`src/hdl/stt_pkg.sv`:
```
// shared types, byte codes and byte classification for the source text tokenizer
package stt_pkg;

    localparam int OUT_WIDTH = 16;
    localparam logic [OUT_WIDTH-1:0] OUT_MAX = '1;
    localparam int QDEPTH = 4;
    localparam int QAW = 2;

    localparam logic [7:0] CH_TAB   = 8'h09;
    localparam logic [7:0] CH_LF    = 8'h0A;
    localparam logic [7:0] CH_CR    = 8'h0D;
    localparam logic [7:0] CH_SPACE = 8'h20;
    localparam logic [7:0] CH_SLASH = 8'h2F;
    localparam logic [7:0] CH_STAR  = 8'h2A;
    localparam logic [7:0] CH_DOT   = 8'h2E;

    typedef enum logic [3:0] {
        M_IDLE, M_WORD, M_NUMBER, M_MERGE, M_SLASH, M_LINEC, M_BLOCK, M_BSTAR, M_ERROR
    } t_mode;

    typedef enum logic [1:0] {EV_BYTE, EV_DONE, EV_ILLEGAL, EV_EOF} t_event;

    typedef enum logic [1:0] {TC_IDENT, TC_NUMBER, TC_SYMBOL, TC_EOF} t_class;

    typedef enum logic [2:0] {
        BC_BLANK, BC_ALPHA, BC_DIGIT, BC_SINGLE, BC_SLASH, BC_MERGE, BC_OTHER
    } t_byte_class;

    typedef struct packed {
        t_event      kind;
        t_class      cls;
        logic [7:0]  ch;
        logic        use_cur;
    } t_rec;

    typedef struct packed {
        t_rec [3:0]           rec;
        logic [1:0]           last_idx;
        logic [OUT_WIDTH-1:0] held_line;
        logic [OUT_WIDTH-1:0] held_col;
        logic [OUT_WIDTH-1:0] cur_line;
        logic [OUT_WIDTH-1:0] cur_col;
    } t_bundle;

    function automatic logic is_merge(input logic [7:0] b);
        return b == 8'h3A || b == 8'h3D || b == 8'h2B || b == 8'h2D || b == CH_STAR ||
               b == CH_SLASH || b == 8'h3C || b == 8'h3E || b == 8'h26 || b == 8'h7C;
    endfunction

    function automatic t_byte_class classify(input logic [7:0] b);
        t_byte_class c;
        if (b == CH_SPACE || b == CH_LF || b == CH_CR || b == CH_TAB) begin
            c = BC_BLANK;
        end else if ((b >= 8'h41 && b <= 8'h5A) || (b >= 8'h61 && b <= 8'h7A)) begin
            c = BC_ALPHA;
        end else if (b >= 8'h30 && b <= 8'h39) begin
            c = BC_DIGIT;
        end else if (b == 8'h28 || b == 8'h29 || b == 8'h7B || b == 8'h7D ||
                     b == 8'h5B || b == 8'h5D || b == 8'h2C) begin
            c = BC_SINGLE;
        end else if (b == CH_SLASH) begin
            c = BC_SLASH;
        end else if (is_merge(b)) begin
            c = BC_MERGE;
        end else begin
            c = BC_OTHER;
        end
        return c;
    endfunction

    function automatic t_rec mk_rec(input t_event kind, input t_class cls,
                                    input logic [7:0] ch, input logic use_cur);
        t_rec r;
        r.kind    = kind;
        r.cls     = cls;
        r.ch      = ch;
        r.use_cur = use_cur;
        return r;
    endfunction

endpackage

```
`src/hdl/stt_front.sv`:
```
// lexer front end: classifies each request and builds its bundle of results
module stt_front
    import stt_pkg::*;
#(
    parameter int LINE_WIDTH   = 16,
    parameter int COLUMN_WIDTH = 16
) (
    input  logic       i_clk,
    input  logic       i_rst_n,
    input  logic       i_accept,
    input  logic [7:0] i_in_byte,
    input  logic       i_end_of_input,
    output logic       o_bundle_push,
    output t_bundle    o_bundle
);

    t_mode                   r_mode, n_mode;
    logic [LINE_WIDTH-1:0]   r_line, n_line, r_hl, n_hl;
    logic [COLUMN_WIDTH-1:0] r_col, n_col, r_hc, n_hc;

    t_byte_class bc;
    logic        restart;
    logic        fits;
    t_class      run_cls;
    logic [2:0]  k;
    t_bundle     bnd;
    logic [31:0] w_line, w_col, w_hl, w_hc;

    assign bc = classify(i_in_byte);

    always_comb begin
        case (r_mode)
            M_WORD:   fits = (bc == BC_ALPHA);
            M_NUMBER: fits = (bc == BC_DIGIT) || (i_in_byte == CH_DOT);
            M_MERGE:  fits = is_merge(i_in_byte);
            default:  fits = 1'b0;
        endcase
        case (r_mode)
            M_WORD:   run_cls = TC_IDENT;
            M_NUMBER: run_cls = TC_NUMBER;
            default:  run_cls = TC_SYMBOL;
        endcase
        case (r_mode)
            M_IDLE:                    restart = 1'b1;
            M_WORD, M_NUMBER, M_MERGE: restart = !fits;
            M_SLASH:                   restart = (i_in_byte != CH_STAR) && !is_merge(i_in_byte);
            default:                   restart = 1'b0;
        endcase
    end

    // next state and position
    always_comb begin
        n_mode = r_mode;
        n_line = r_line;
        n_col  = r_col;
        n_hl   = r_hl;
        n_hc   = r_hc;
        if (i_end_of_input) begin
            n_mode = M_IDLE;
            n_line = LINE_WIDTH'(1);
            n_col  = COLUMN_WIDTH'(1);
            n_hl   = LINE_WIDTH'(1);
            n_hc   = COLUMN_WIDTH'(1);
        end else begin
            case (r_mode)
                M_SLASH: begin
                    if (i_in_byte == CH_SLASH) begin
                        n_mode = M_LINEC;
                    end else if (i_in_byte == CH_STAR) begin
                        n_mode = M_BSTAR;
                    end else if (is_merge(i_in_byte)) begin
                        n_mode = M_MERGE;
                    end
                end
                M_LINEC: begin
                    if (i_in_byte == CH_LF) begin
                        n_mode = M_IDLE;
                    end
                end
                M_BLOCK: begin
                    if (i_in_byte == CH_STAR) begin
                        n_mode = M_BSTAR;
                    end
                end
                M_BSTAR: begin
                    n_mode = (i_in_byte == CH_SLASH) ? M_IDLE : M_BLOCK;
                end
                M_IDLE, M_WORD, M_NUMBER, M_MERGE, M_ERROR: begin
                    n_mode = r_mode;
                end
                default: begin
                    n_mode = M_ERROR;
                end
            endcase
            if (restart) begin
                case (bc)
                    BC_ALPHA:  n_mode = M_WORD;
                    BC_DIGIT:  n_mode = M_NUMBER;
                    BC_SLASH:  n_mode = M_SLASH;
                    BC_MERGE:  n_mode = M_MERGE;
                    BC_OTHER:  n_mode = M_ERROR;
                    default:   n_mode = M_IDLE;
                endcase
                if (bc != BC_BLANK && bc != BC_OTHER) begin
                    n_hl = r_line;
                    n_hc = r_col;
                end
            end
            if (!(r_mode == M_ERROR || (restart && bc == BC_OTHER))) begin
                if (i_in_byte == CH_LF) begin
                    n_col = COLUMN_WIDTH'(1);
                    if (r_line != '1) begin
                        n_line = r_line + LINE_WIDTH'(1);
                    end
                end else if (r_col != '1) begin
                    n_col = r_col + COLUMN_WIDTH'(1);
                end
            end
        end
    end

    // result bundle
    always_comb begin
        bnd.rec = '0;
        k       = 3'd0;
        if (i_end_of_input) begin
            case (r_mode)
                M_WORD, M_NUMBER, M_MERGE: begin
                    bnd.rec[k[1:0]] = mk_rec(EV_DONE, run_cls, 8'd0, 1'b0);
                    k = k + 3'd1;
                end
                M_SLASH: begin
                    bnd.rec[k[1:0]] = mk_rec(EV_BYTE, TC_SYMBOL, CH_SLASH, 1'b0);
                    k = k + 3'd1;
                    bnd.rec[k[1:0]] = mk_rec(EV_DONE, TC_SYMBOL, 8'd0, 1'b0);
                    k = k + 3'd1;
                end
                default: begin
                    k = k;
                end
            endcase
            bnd.rec[k[1:0]] = mk_rec(EV_EOF, TC_EOF, 8'd0, 1'b1);
            k = k + 3'd1;
        end else begin
            if (r_mode == M_WORD || r_mode == M_NUMBER || r_mode == M_MERGE) begin
                if (fits) begin
                    bnd.rec[k[1:0]] = mk_rec(EV_BYTE, run_cls, i_in_byte, 1'b0);
                end else begin
                    bnd.rec[k[1:0]] = mk_rec(EV_DONE, run_cls, 8'd0, 1'b0);
                end
                k = k + 3'd1;
            end
            if (r_mode == M_SLASH && i_in_byte != CH_SLASH && i_in_byte != CH_STAR) begin
                bnd.rec[k[1:0]] = mk_rec(EV_BYTE, TC_SYMBOL, CH_SLASH, 1'b0);
                k = k + 3'd1;
                if (is_merge(i_in_byte)) begin
                    bnd.rec[k[1:0]] = mk_rec(EV_BYTE, TC_SYMBOL, i_in_byte, 1'b0);
                end else begin
                    bnd.rec[k[1:0]] = mk_rec(EV_DONE, TC_SYMBOL, 8'd0, 1'b0);
                end
                k = k + 3'd1;
            end
            if (restart) begin
                case (bc)
                    BC_ALPHA: begin
                        bnd.rec[k[1:0]] = mk_rec(EV_BYTE, TC_IDENT, i_in_byte, 1'b1);
                        k = k + 3'd1;
                    end
                    BC_DIGIT: begin
                        bnd.rec[k[1:0]] = mk_rec(EV_BYTE, TC_NUMBER, i_in_byte, 1'b1);
                        k = k + 3'd1;
                    end
                    BC_MERGE: begin
                        bnd.rec[k[1:0]] = mk_rec(EV_BYTE, TC_SYMBOL, i_in_byte, 1'b1);
                        k = k + 3'd1;
                    end
                    BC_SINGLE: begin
                        bnd.rec[k[1:0]] = mk_rec(EV_BYTE, TC_SYMBOL, i_in_byte, 1'b1);
                        k = k + 3'd1;
                        bnd.rec[k[1:0]] = mk_rec(EV_DONE, TC_SYMBOL, 8'd0, 1'b1);
                        k = k + 3'd1;
                    end
                    BC_OTHER: begin
                        bnd.rec[k[1:0]] = mk_rec(EV_ILLEGAL, TC_IDENT, i_in_byte, 1'b1);
                        k = k + 3'd1;
                    end
                    default: begin
                        k = k;
                    end
                endcase
            end
        end
        bnd.last_idx = k[1:0] - 2'd1;
        w_line = 32'(r_line);
        w_col  = 32'(r_col);
        w_hl   = 32'(r_hl);
        w_hc   = 32'(r_hc);
        bnd.cur_line  = (w_line > 32'(OUT_MAX)) ? OUT_MAX : w_line[OUT_WIDTH-1:0];
        bnd.cur_col   = (w_col  > 32'(OUT_MAX)) ? OUT_MAX : w_col[OUT_WIDTH-1:0];
        bnd.held_line = (w_hl   > 32'(OUT_MAX)) ? OUT_MAX : w_hl[OUT_WIDTH-1:0];
        bnd.held_col  = (w_hc   > 32'(OUT_MAX)) ? OUT_MAX : w_hc[OUT_WIDTH-1:0];
    end

    assign o_bundle      = bnd;
    assign o_bundle_push = i_accept && (k != 3'd0);

    always_ff @(posedge i_clk) begin
        if (!i_rst_n) begin
            r_mode <= M_IDLE;
            r_line <= LINE_WIDTH'(1);
            r_col  <= COLUMN_WIDTH'(1);
            r_hl   <= LINE_WIDTH'(1);
            r_hc   <= COLUMN_WIDTH'(1);
        end else if (i_accept) begin
            r_mode <= n_mode;
            r_line <= n_line;
            r_col  <= n_col;
            r_hl   <= n_hl;
            r_hc   <= n_hc;
        end
    end

endmodule

```
`src/hdl/stt_queue.sv`:
```
// short bundle queue between the lexer front end and the result back end
module stt_queue
    import stt_pkg::*;
(
    input  logic    i_clk,
    input  logic    i_rst_n,
    input  logic    i_push,
    input  t_bundle i_data,
    input  logic    i_pop,
    output logic    o_full,
    output logic    o_empty,
    output t_bundle o_head
);

    t_bundle      r_mem [QDEPTH];
    logic [QAW-1:0] r_wr, r_rd;
    logic [QAW:0]   r_cnt, n_cnt;
    logic           do_push, do_pop;

    assign o_full  = (r_cnt == (QAW+1)'(QDEPTH));
    assign o_empty = (r_cnt == '0);
    assign o_head  = r_mem[r_rd];
    assign do_push = i_push && !o_full;
    assign do_pop  = i_pop && !o_empty;

    always_comb begin
        n_cnt = r_cnt;
        if (do_push && !do_pop) begin
            n_cnt = r_cnt + (QAW+1)'(1);
        end else if (do_pop && !do_push) begin
            n_cnt = r_cnt - (QAW+1)'(1);
        end
    end

    always_ff @(posedge i_clk) begin
        if (!i_rst_n) begin
            r_wr  <= '0;
            r_rd  <= '0;
            r_cnt <= '0;
        end else begin
            if (do_push) begin
                r_wr <= r_wr + QAW'(1);
            end
            if (do_pop) begin
                r_rd <= r_rd + QAW'(1);
            end
            r_cnt <= n_cnt;
        end
    end

    always_ff @(posedge i_clk) begin
        if (do_push) begin
            r_mem[r_wr] <= i_data;
        end
    end

endmodule

```
`src/hdl/stt_back.sv`:
```
// result back end: hands out the records of the head bundle one at a time
module stt_back
    import stt_pkg::*;
(
    input  logic                 i_clk,
    input  logic                 i_rst_n,
    input  logic                 i_q_empty,
    input  t_bundle              i_head,
    input  logic                 i_pop,
    output logic                 o_q_pop,
    output logic [1:0]           o_event_kind,
    output logic [1:0]           o_token_class,
    output logic [7:0]           o_char_value,
    output logic [OUT_WIDTH-1:0] o_start_line,
    output logic [OUT_WIDTH-1:0] o_start_column,
    output logic                 o_last_result
);

    logic [1:0] r_idx;
    t_rec       sel;
    logic       last;
    logic       take;

    assign sel  = i_head.rec[r_idx];
    assign last = (r_idx == i_head.last_idx);
    assign take = i_pop && !i_q_empty;

    assign o_event_kind   = sel.kind;
    assign o_token_class  = sel.cls;
    assign o_char_value   = sel.ch;
    assign o_start_line   = sel.use_cur ? i_head.cur_line : i_head.held_line;
    assign o_start_column = sel.use_cur ? i_head.cur_col : i_head.held_col;
    assign o_last_result  = last;
    assign o_q_pop        = take && last;

    always_ff @(posedge i_clk) begin
        if (!i_rst_n) begin
            r_idx <= 2'd0;
        end else if (take) begin
            r_idx <= last ? 2'd0 : r_idx + 2'd1;
        end
    end

endmodule

```
`src/hdl/source_text_tokenizer.sv`:
```
// top level of the source text tokenizer
// results of a request are registered in the bundle queue and reach the result side behind any earlier bundles
// throughput: one request per cycle while the four-entry bundle queue has room
// results leave at one per cycle while pop is asserted, so requests giving up to four results pace the input
// reset: synchronous; position returns to line 1 column 1, lexer idle, queue emptied
module source_text_tokenizer
    import stt_pkg::*;
#(
    parameter int LINE_WIDTH   = 16,
    parameter int COLUMN_WIDTH = 16
) (
    input  logic        i_clk,
    input  logic        i_rst_n,
    input  logic        push,
    output logic        full,
    input  logic [7:0]  i_in_byte,
    input  logic        i_end_of_input,
    output logic        empty,
    input  logic        pop,
    output logic [1:0]  o_event_kind,
    output logic [1:0]  o_token_class,
    output logic [7:0]  o_char_value,
    output logic [15:0] o_start_line,
    output logic [15:0] o_start_column,
    output logic        o_last_result
);

    logic    accept;
    logic    bundle_push;
    t_bundle bundle;
    t_bundle head;
    logic    q_pop;

    assign accept = push && !full;

    stt_front #(
        .LINE_WIDTH   (LINE_WIDTH),
        .COLUMN_WIDTH (COLUMN_WIDTH)
    ) u_front (
        .i_clk          (i_clk),
        .i_rst_n        (i_rst_n),
        .i_accept       (accept),
        .i_in_byte      (i_in_byte),
        .i_end_of_input (i_end_of_input),
        .o_bundle_push  (bundle_push),
        .o_bundle       (bundle)
    );

    stt_queue u_queue (
        .i_clk   (i_clk),
        .i_rst_n (i_rst_n),
        .i_push  (bundle_push),
        .i_data  (bundle),
        .i_pop   (q_pop),
        .o_full  (full),
        .o_empty (empty),
        .o_head  (head)
    );

    stt_back u_back (
        .i_clk          (i_clk),
        .i_rst_n        (i_rst_n),
        .i_q_empty      (empty),
        .i_head         (head),
        .i_pop          (pop),
        .o_q_pop        (q_pop),
        .o_event_kind   (o_event_kind),
        .o_token_class  (o_token_class),
        .o_char_value   (o_char_value),
        .o_start_line   (o_start_line),
        .o_start_column (o_start_column),
        .o_last_result  (o_last_result)
    );

    a_reset_clears: assert property (@(posedge i_clk) !i_rst_n |=> empty && !full)
        else $error("queue not cleared by reset");

    a_full_not_empty: assert property (@(posedge i_clk) disable iff (!i_rst_n)
        full |-> !empty)
        else $error("full and empty together");

    a_eof_last: assert property (@(posedge i_clk) disable iff (!i_rst_n)
        (!empty && (o_event_kind == EV_EOF || o_event_kind == EV_ILLEGAL)) |-> o_last_result)
        else $error("eof or illegal event not last of its request");

    a_eof_class: assert property (@(posedge i_clk) disable iff (!i_rst_n)
        (!empty && o_event_kind == EV_EOF) |-> (o_token_class == TC_EOF && o_start_line != '0))
        else $error("eof event with wrong class or line");

endmodule
```
`config.mk`:
```
export PLATFORM = sky130hd
export DESIGN_NAME = source_text_tokenizer
export DESIGN_NICKNAME = d
export VERILOG_FILES = /design/src/hdl/stt_pkg.sv /design/src/hdl/stt_front.sv /design/src/hdl/stt_queue.sv /design/src/hdl/stt_back.sv /design/src/hdl/source_text_tokenizer.sv
export SDC_FILE = /design/constraint.sdc
export NUM_CORES = 1
export LEC_CHECK = 0
export ABC_AREA = 1
export BUFFER_PORTS_ARGS = -buffer_cell sky130_fd_sc_hd__buf_4
export CORE_MARGIN = 5
export CORE_UTILIZATION = 41
export CTS_CLUSTER_DIAMETER = 50
export DETAILED_ROUTE_END_ITERATION = 12
export GPL_TIMING_DRIVEN = 1
export PLACE_DENSITY = 0.59
export REMOVE_ABC_BUFFERS = 1
export SYNTH_ARGS = -nofsm -noshare
export SYNTH_HDL_FRONTEND = slang
export SYNTH_SLANG_ARGS = --single-unit
```
`constraint.sdc`:
```
create_clock -name i_clk -period 19.5 [get_ports i_clk]
set_clock_uncertainty 0.1 [all_clocks]
set_input_delay 0.975 -clock i_clk [delete_from_list [all_inputs] [get_ports i_clk]]
set_output_delay 0.975 -clock i_clk [all_outputs]
set_load 0.005 [all_outputs]
```
# Word level (Yosys, flattened, before mapping)
# Memories as Yosys holds them, arrays and structs flattened. A register that Yosys moved wholly into a read port is not among the register bits.
# Index checks and enable logic that the tools add are counted.
dict set report totals {
  reg_bits 77
  ramBits 472
  in_bits 13
  out_inout_bits 47
  word_cells 248
  n_memories 1
}
dict set report classes {
  add_sub_neg 13
  n_lt_le_gt_ge 17
  eq_ne 48
  muxes 81
  n_bitwise 12
  n_reduce_logical 67
}
# name depth word_bits rd rd_ports_with_merged_regs write_ports line
set mem_list {}
lappend mem_list {u_queue.r_mem 4 118 1 1 1 stt_queue.sv:15} ;# t_bundle r_mem [QDEPTH];
# op n
set ops {}
lappend ops {{$bwmux W52} 5}
lappend ops {{$mux W52} 5}
lappend ops {{$pmux W52 S5} 1}
lappend ops {{$mux W16} 16}
lappend ops {{$demux W13 S2} 5}
lappend ops {{$mux W13} 10}
lappend ops {{$eq A8 B6 Y1 const B} 14}
lappend ops {{$and A44 B44 Y44} 1}
lappend ops {{$not A44 Y44} 1}
lappend ops {{$mux W3} 14}
lappend ops {{$and A40 B40 Y40} 1}
lappend ops {{$eq A8 B7 Y1 const B} 5}
lappend ops {{$not A40 Y40} 1}
lappend ops {{$pmux W4 S5} 2}
lappend ops {{$add A16 B1 Y16 const B} 2}
lappend ops {{$and A16 B32 Y32} 1}
lappend ops {{$ne A16 B16 Y1 const B} 2}
lappend ops {{$not A32 Y32} 1}
lappend ops {{$and A7 B28 Y28} 1}
lappend ops {{$mux W4} 7}
lappend ops {{$not A28 Y28} 1}
lappend ops {{$bmux W13 S2} 1}
lappend ops {{$eq A8 B4 Y1 const B} 3}
lappend ops {{$mux W12} 2}
lappend ops {{other kinds (47)} 136}

# Longest topological paths before layout
dict set report logic_depth {
  depth_word 32
  mapped_depth 35
}

# Cells and area by module
# Synthesis repeated with hierarchy kept, for this count alone.
dict set report unflattened {
  cells_unflattened 2356
  hier_area_um2 24503.5
}
# module instances cells_per_inst area_each_um2 seq_area_each_um2
set modules_own_cells {}
lappend modules_own_cells {stt_queue 1 1211 17842.1 14353.8}
lappend modules_own_cells {stt_front 1 936 5650.4 1361.3}
lappend modules_own_cells {stt_back 1 207 1001.0 40.0}
lappend modules_own_cells {source_text_tokenizer 1 2 10.0 0.0}

# Least setup slack after synthesis
# OpenSTA, ideal clock, no wires.
dict set report synth_timing {
  path_kind {input to register}
  startpoint {input i_in_byte[0]}
  endpoint {memory u_queue.r_mem[0][0] (netlist bit) (enable)}
  setup_ps 596
  t_arrival_ps 8675
  setup_slack_ps 10129
  stages 28
  n_path_buf 2
  cell_sequence {buf_6 inv_2 nand2_1 nor2_2 nand2_1 inv_1 nor2_2 nand3_1 nand2_1 nand4_1 inv_1 ha_1 nand2_4 nand2_2 nand2_4 nand3_4 nand3_4 nand2_4 buf_6 nor2_1 o21ai_0 o211ai_1 nand2_1 ha_1 and2_1 o21ai_4 nand2_2 nor2_1}
}
dict set report synth_between {
  elab_chain_len 28
  elab_cells_between_ends 84
}
# item line
set synth_lines {}
lappend synth_lines {{start: declaration} source_text_tokenizer.sv:16} ;# input logic [7:0] i_in_byte,
lappend synth_lines {{$eq A8 B6 Y1} stt_pkg.sv:46} ;# return b == 8'h3A || b == 8'h3D || b == 8'h2B || b == 8'h2D || b == CH_STAR ||
lappend synth_lines {{$logic_or A1 B1 Y1 (5 in series)} stt_pkg.sv:46}
lappend synth_lines {{$logic_or A1 B1 Y1 (4 in series)} stt_pkg.sv:47} ;# b == CH_SLASH || b == 8'h3C || b == 8'h3E || b == 8'h26 || b == 8'h7C;
lappend synth_lines {{$mux W2} stt_pkg.sv:63} ;# end else if (is_merge(b)) begin
lappend synth_lines {{$mux W3} stt_pkg.sv:61} ;# end else if (b == CH_SLASH) begin
lappend synth_lines {{$mux W3} stt_pkg.sv:58} ;# end else if (b == 8'h28 || b == 8'h29 || b == 8'h7B || b == 8'h7D ||
lappend synth_lines {{$mux W3} stt_pkg.sv:56} ;# end else if (b >= 8'h30 && b <= 8'h39) begin
lappend synth_lines {{$mux W3} stt_pkg.sv:54} ;# end else if ((b >= 8'h41 && b <= 8'h5A) || (b >= 8'h61 && b <= 8'h7A)) begin
lappend synth_lines {{[5 not listed]} n/a}
lappend synth_lines {{$pmux W1 S3} stt_front.sv:43} ;# case (r_mode)
lappend synth_lines {{$mux W3 (*)} stt_front.sv:163} ;# if (restart) begin
lappend synth_lines {{$mux W3 (*)} stt_front.sv:126} ;# if (i_end_of_input) begin
lappend synth_lines {{$reduce_bool A3 Y1 (*)} stt_front.sv:205} ;# assign o_bundle_push = i_accept && (k != 3'd0);
lappend synth_lines {{$logic_and A1 B1 Y1 (*)} stt_front.sv:205}
lappend synth_lines {{$logic_and A1 B1 Y1 (*)} stt_queue.sv:23} ;# assign do_push = i_push && !o_full;
lappend synth_lines {{$mux W1 (*)} stt_queue.sv:52} ;# if (do_push) begin
lappend synth_lines {{$mux W1 (implied by the code) (*)} stt_queue.sv:53} ;# r_mem[r_wr] <= i_data;
lappend synth_lines {{end: declaration} stt_queue.sv:15}
# Every way passes the cells marked *; elsewhere a longest branch is shown, timed or not. The select of a mux whose other input is x is not followed.

# Worst setup path after layout
dict set report layout_timing {
  startpoint {input i_in_byte[4]}
  endpoint {memory u_queue.r_mem[1][114] (netlist bit) (enable)}
}
# Same word-level chain as after synthesis.

==> impl_metrics.ini <==
[synthesis]
yosysTopAreaCellShare_pct = 58.5
yosysMostFrequentCell = edfxtp_1
synth_top_flop_cell = edfxtp_1
synth_enable_flop_cells = 472
synth_xor_area_share_pct = 0.832
synthAdderAreaFrac_pct = 1.32
syn-mean-instance-area_sq_um = 10.8
synth_compound_area_share_pct = 12.4
synthArstFlopShare_pct = 0
synthTopCellsByArea = edfxtp_1 (59%), nor2_1 (6.6%), dfxtp_1 (6.5%), o21ai_0 (5.6%), nand2_1 (2.9%)
synth_area_sq_um = 24200
synth-seq-cells = 551
synth_top_family_by_area = simple AND/OR/NAND/NOR gates
synth_warnings = 0
synth_common_cells = edfxtp_1 (472), nor2_1 (425), o21ai_0 (272), nand2_1 (189), clkbuf_1 (109)
ys_seq_area_share_pct = 65.0
synth_cells = 2234
synthSimpleGateAreaFrac_pct = 14.6
synthMuxAreaShare_pct = 1.53
yosys.area.top_type = edfxtp_1
synth_cell_types = 50

[final_layout]
drive_gt1_share_pct = 11.3
area_delta_synth_final_pct = 12.3
final_area_sq_um = 27200
fin_cells = 3059
utilization_pct = 46.3
seq_area_sq_um = 15800
antennaDiodeCount = 0
multi_input_area_sq_um = 7460
final_nets = 2275
n_fill_cell = 5333

[routing]
drt_iter0_drc = 1398
routedWlPerCell_um = 20.5
vias_per_cell = 5.52
wl_um = 62800
drtPass1Iterations = 5
dr_total_vias = 16894
ant_nets = 0
drc = 0

[global_routing]
grt_pass1_wl_um = 96400
grt_pass1_vias = 16477
antenna_found_initial = 0
gr-total-overflow = 0
grt_max_degree = 187
track_usage_pct = 19.1

[placed_design]
place_inst = 2951
place_ws_ns = 12.12
dp_hpwl_um = 36400
dpl_cell_area_sq_um = 25300
io_buffers = 59
routabilityCongestion = 0.885

[sta]
period_needed_ns = 6.75
tightest_slew_ns = 1.22
drv_slew = 0
hold_violations = 0
setup_ws_ns = 12.75
final.period_utilization_pct = 34.6
setup_viol = 0
grt_setup_unrepaired = no
timing.fmax_ghz = 0.148
tns_ns = 0
whs_ns = 0.367
relSlewSlack_pct = 18.0

[power]
peakVddDrop_mv = 0.119
p_per_area_nw_per_um2 = 159
cellLeakagePower_nw = 9.44
finalPower_mw = 4.32

[die]
die_y_um = 253
coreArea_sq_um = 58800
die_area_sq_um = 64000
die_x_um = 253
row_count = 89
start_util_pct = 41.2
boundaryPins = 60

[clocking]
cts_sinks = 551
insertion_delay_ns = 0.61
tritoncts = yes
clock-root-buffer = clkbuf_16
post_cts_buffers = 0
clk_pin_slew_ns = 0.06
cts_buffer_depth = 3
postCtsHoldBufs = 0
htree_levels = 2
cts_buffers = 57
cts_resized = 0

[setup_path]
crit_path_end_kind = flip-flop
worstPathArrival_ns = 6.87
critPathKind = input port to flip-flop
worst_setup_path_start_kind = input port
critPathSlowestCell = buf_4
crit_required_ns = 19.62
rrSetupSlack_ns = 13.00
critPathMaxFanout = 65
critical-path-max-stage-delay_ns = 0.93

[run_status]
status = finished clean

[hold_path]
hold_path.class = flip-flop to flip-flop

[flow_run]
maxCapViolCount = 0
final timing paths:
| kind | from | endpoint | cells after the start |
|---|---|---|---|
| worst min-delay path | u_queue.r_rd[0]$_SDFFE_PN0P_ | flip-flop | 2 |
| worst max-delay path | i_in_byte[4] | u_queue.r_mem[1][114]$_DFFE_PP_ | 29 |
| worst max register to register | u_front.r_mode[2]$_SDFFE_PN0P_ | u_queue.r_mem[1][114]$_DFFE_PP_ | 18 |
| worst min register to register | u_queue.r_rd[0]$_SDFFE_PN0P_ | flip-flop | 2 |
sequential cells by signal, indices dropped and copies added, names as in the netlist, named ones only:
name	count
u_queue.r_cnt	3
u_front.r_hc	16
u_front.r_mode	4
u_queue.r_mem	472
u_front.r_col	16
u_queue.r_wr	2
u_back.r_idx	2
u_front.r_line	16
u_front.r_hl	16
u_queue.r_rd	2
power by group:
group / leakage, nW / switching, mW / internal (mW)
clock: 0.939 / 0.451 / 0.656
sequential: 5.07 / 0.101 / 1.65
combinational: 3.43 / 0.986 / 0.471
area by class of cell:
| cell class | count | share of cell area, % |
|---|---|---|
| Sequential cell | 551 | 57.9 |
| Timing Repair Buffer | 82 | 2.31 |
| Inverter | 117 | 1.65 |
| Clock inverter | 33 | 1.38 |
| Clock buffer | 75 | 5.72 |
| Multi-Input combinational cell | 1428 | 27.4 |
| Tap cell | 773 | 3.56 |
placed cells by master, fill, tap and decap left out, types with 12 or more instances in the layout:
cell type  count
a21oi_1       73
buf_4         81
clkbuf_1      13
clkbuf_16     58
clkinv_1      14
dfxtp_1       77
edfxtp_1     472
ha_1          24
inv_1         99
inv_2         12
mux2_2        32
nand2_1      188
nand3_1       95
nand4_1       35
nor2_1       421
nor3_1        31
o211ai_1      15
o21ai_0      272
o21ai_1       27
o221ai_1      41
o22ai_1       82
xor2_1        23
worst max-delay path: cells and delay by family:
kind,cells,cell delay (ns)
AND/OR/NAND/NOR,17,2.88
buffers and inverters,7,2.11
AO/OA/AOI/OAI,3,0.29
adder cells (fa/ha/maj),2,0.46
cell families after synthesis:
group           Yosys count
fa+ha+maj                25
flops                   551
mux                      33
buf+inv                 255
xor+xnor                 23
compound gates          528
simple gates            819
metal layers:
metal  routed length, um  track usage (%)
met5                   0                0
met4                1190             4.70
met3                3120             3.02
met2               29900             31.3
met1               28600             27.0
(Power assumes the default switching activity.)
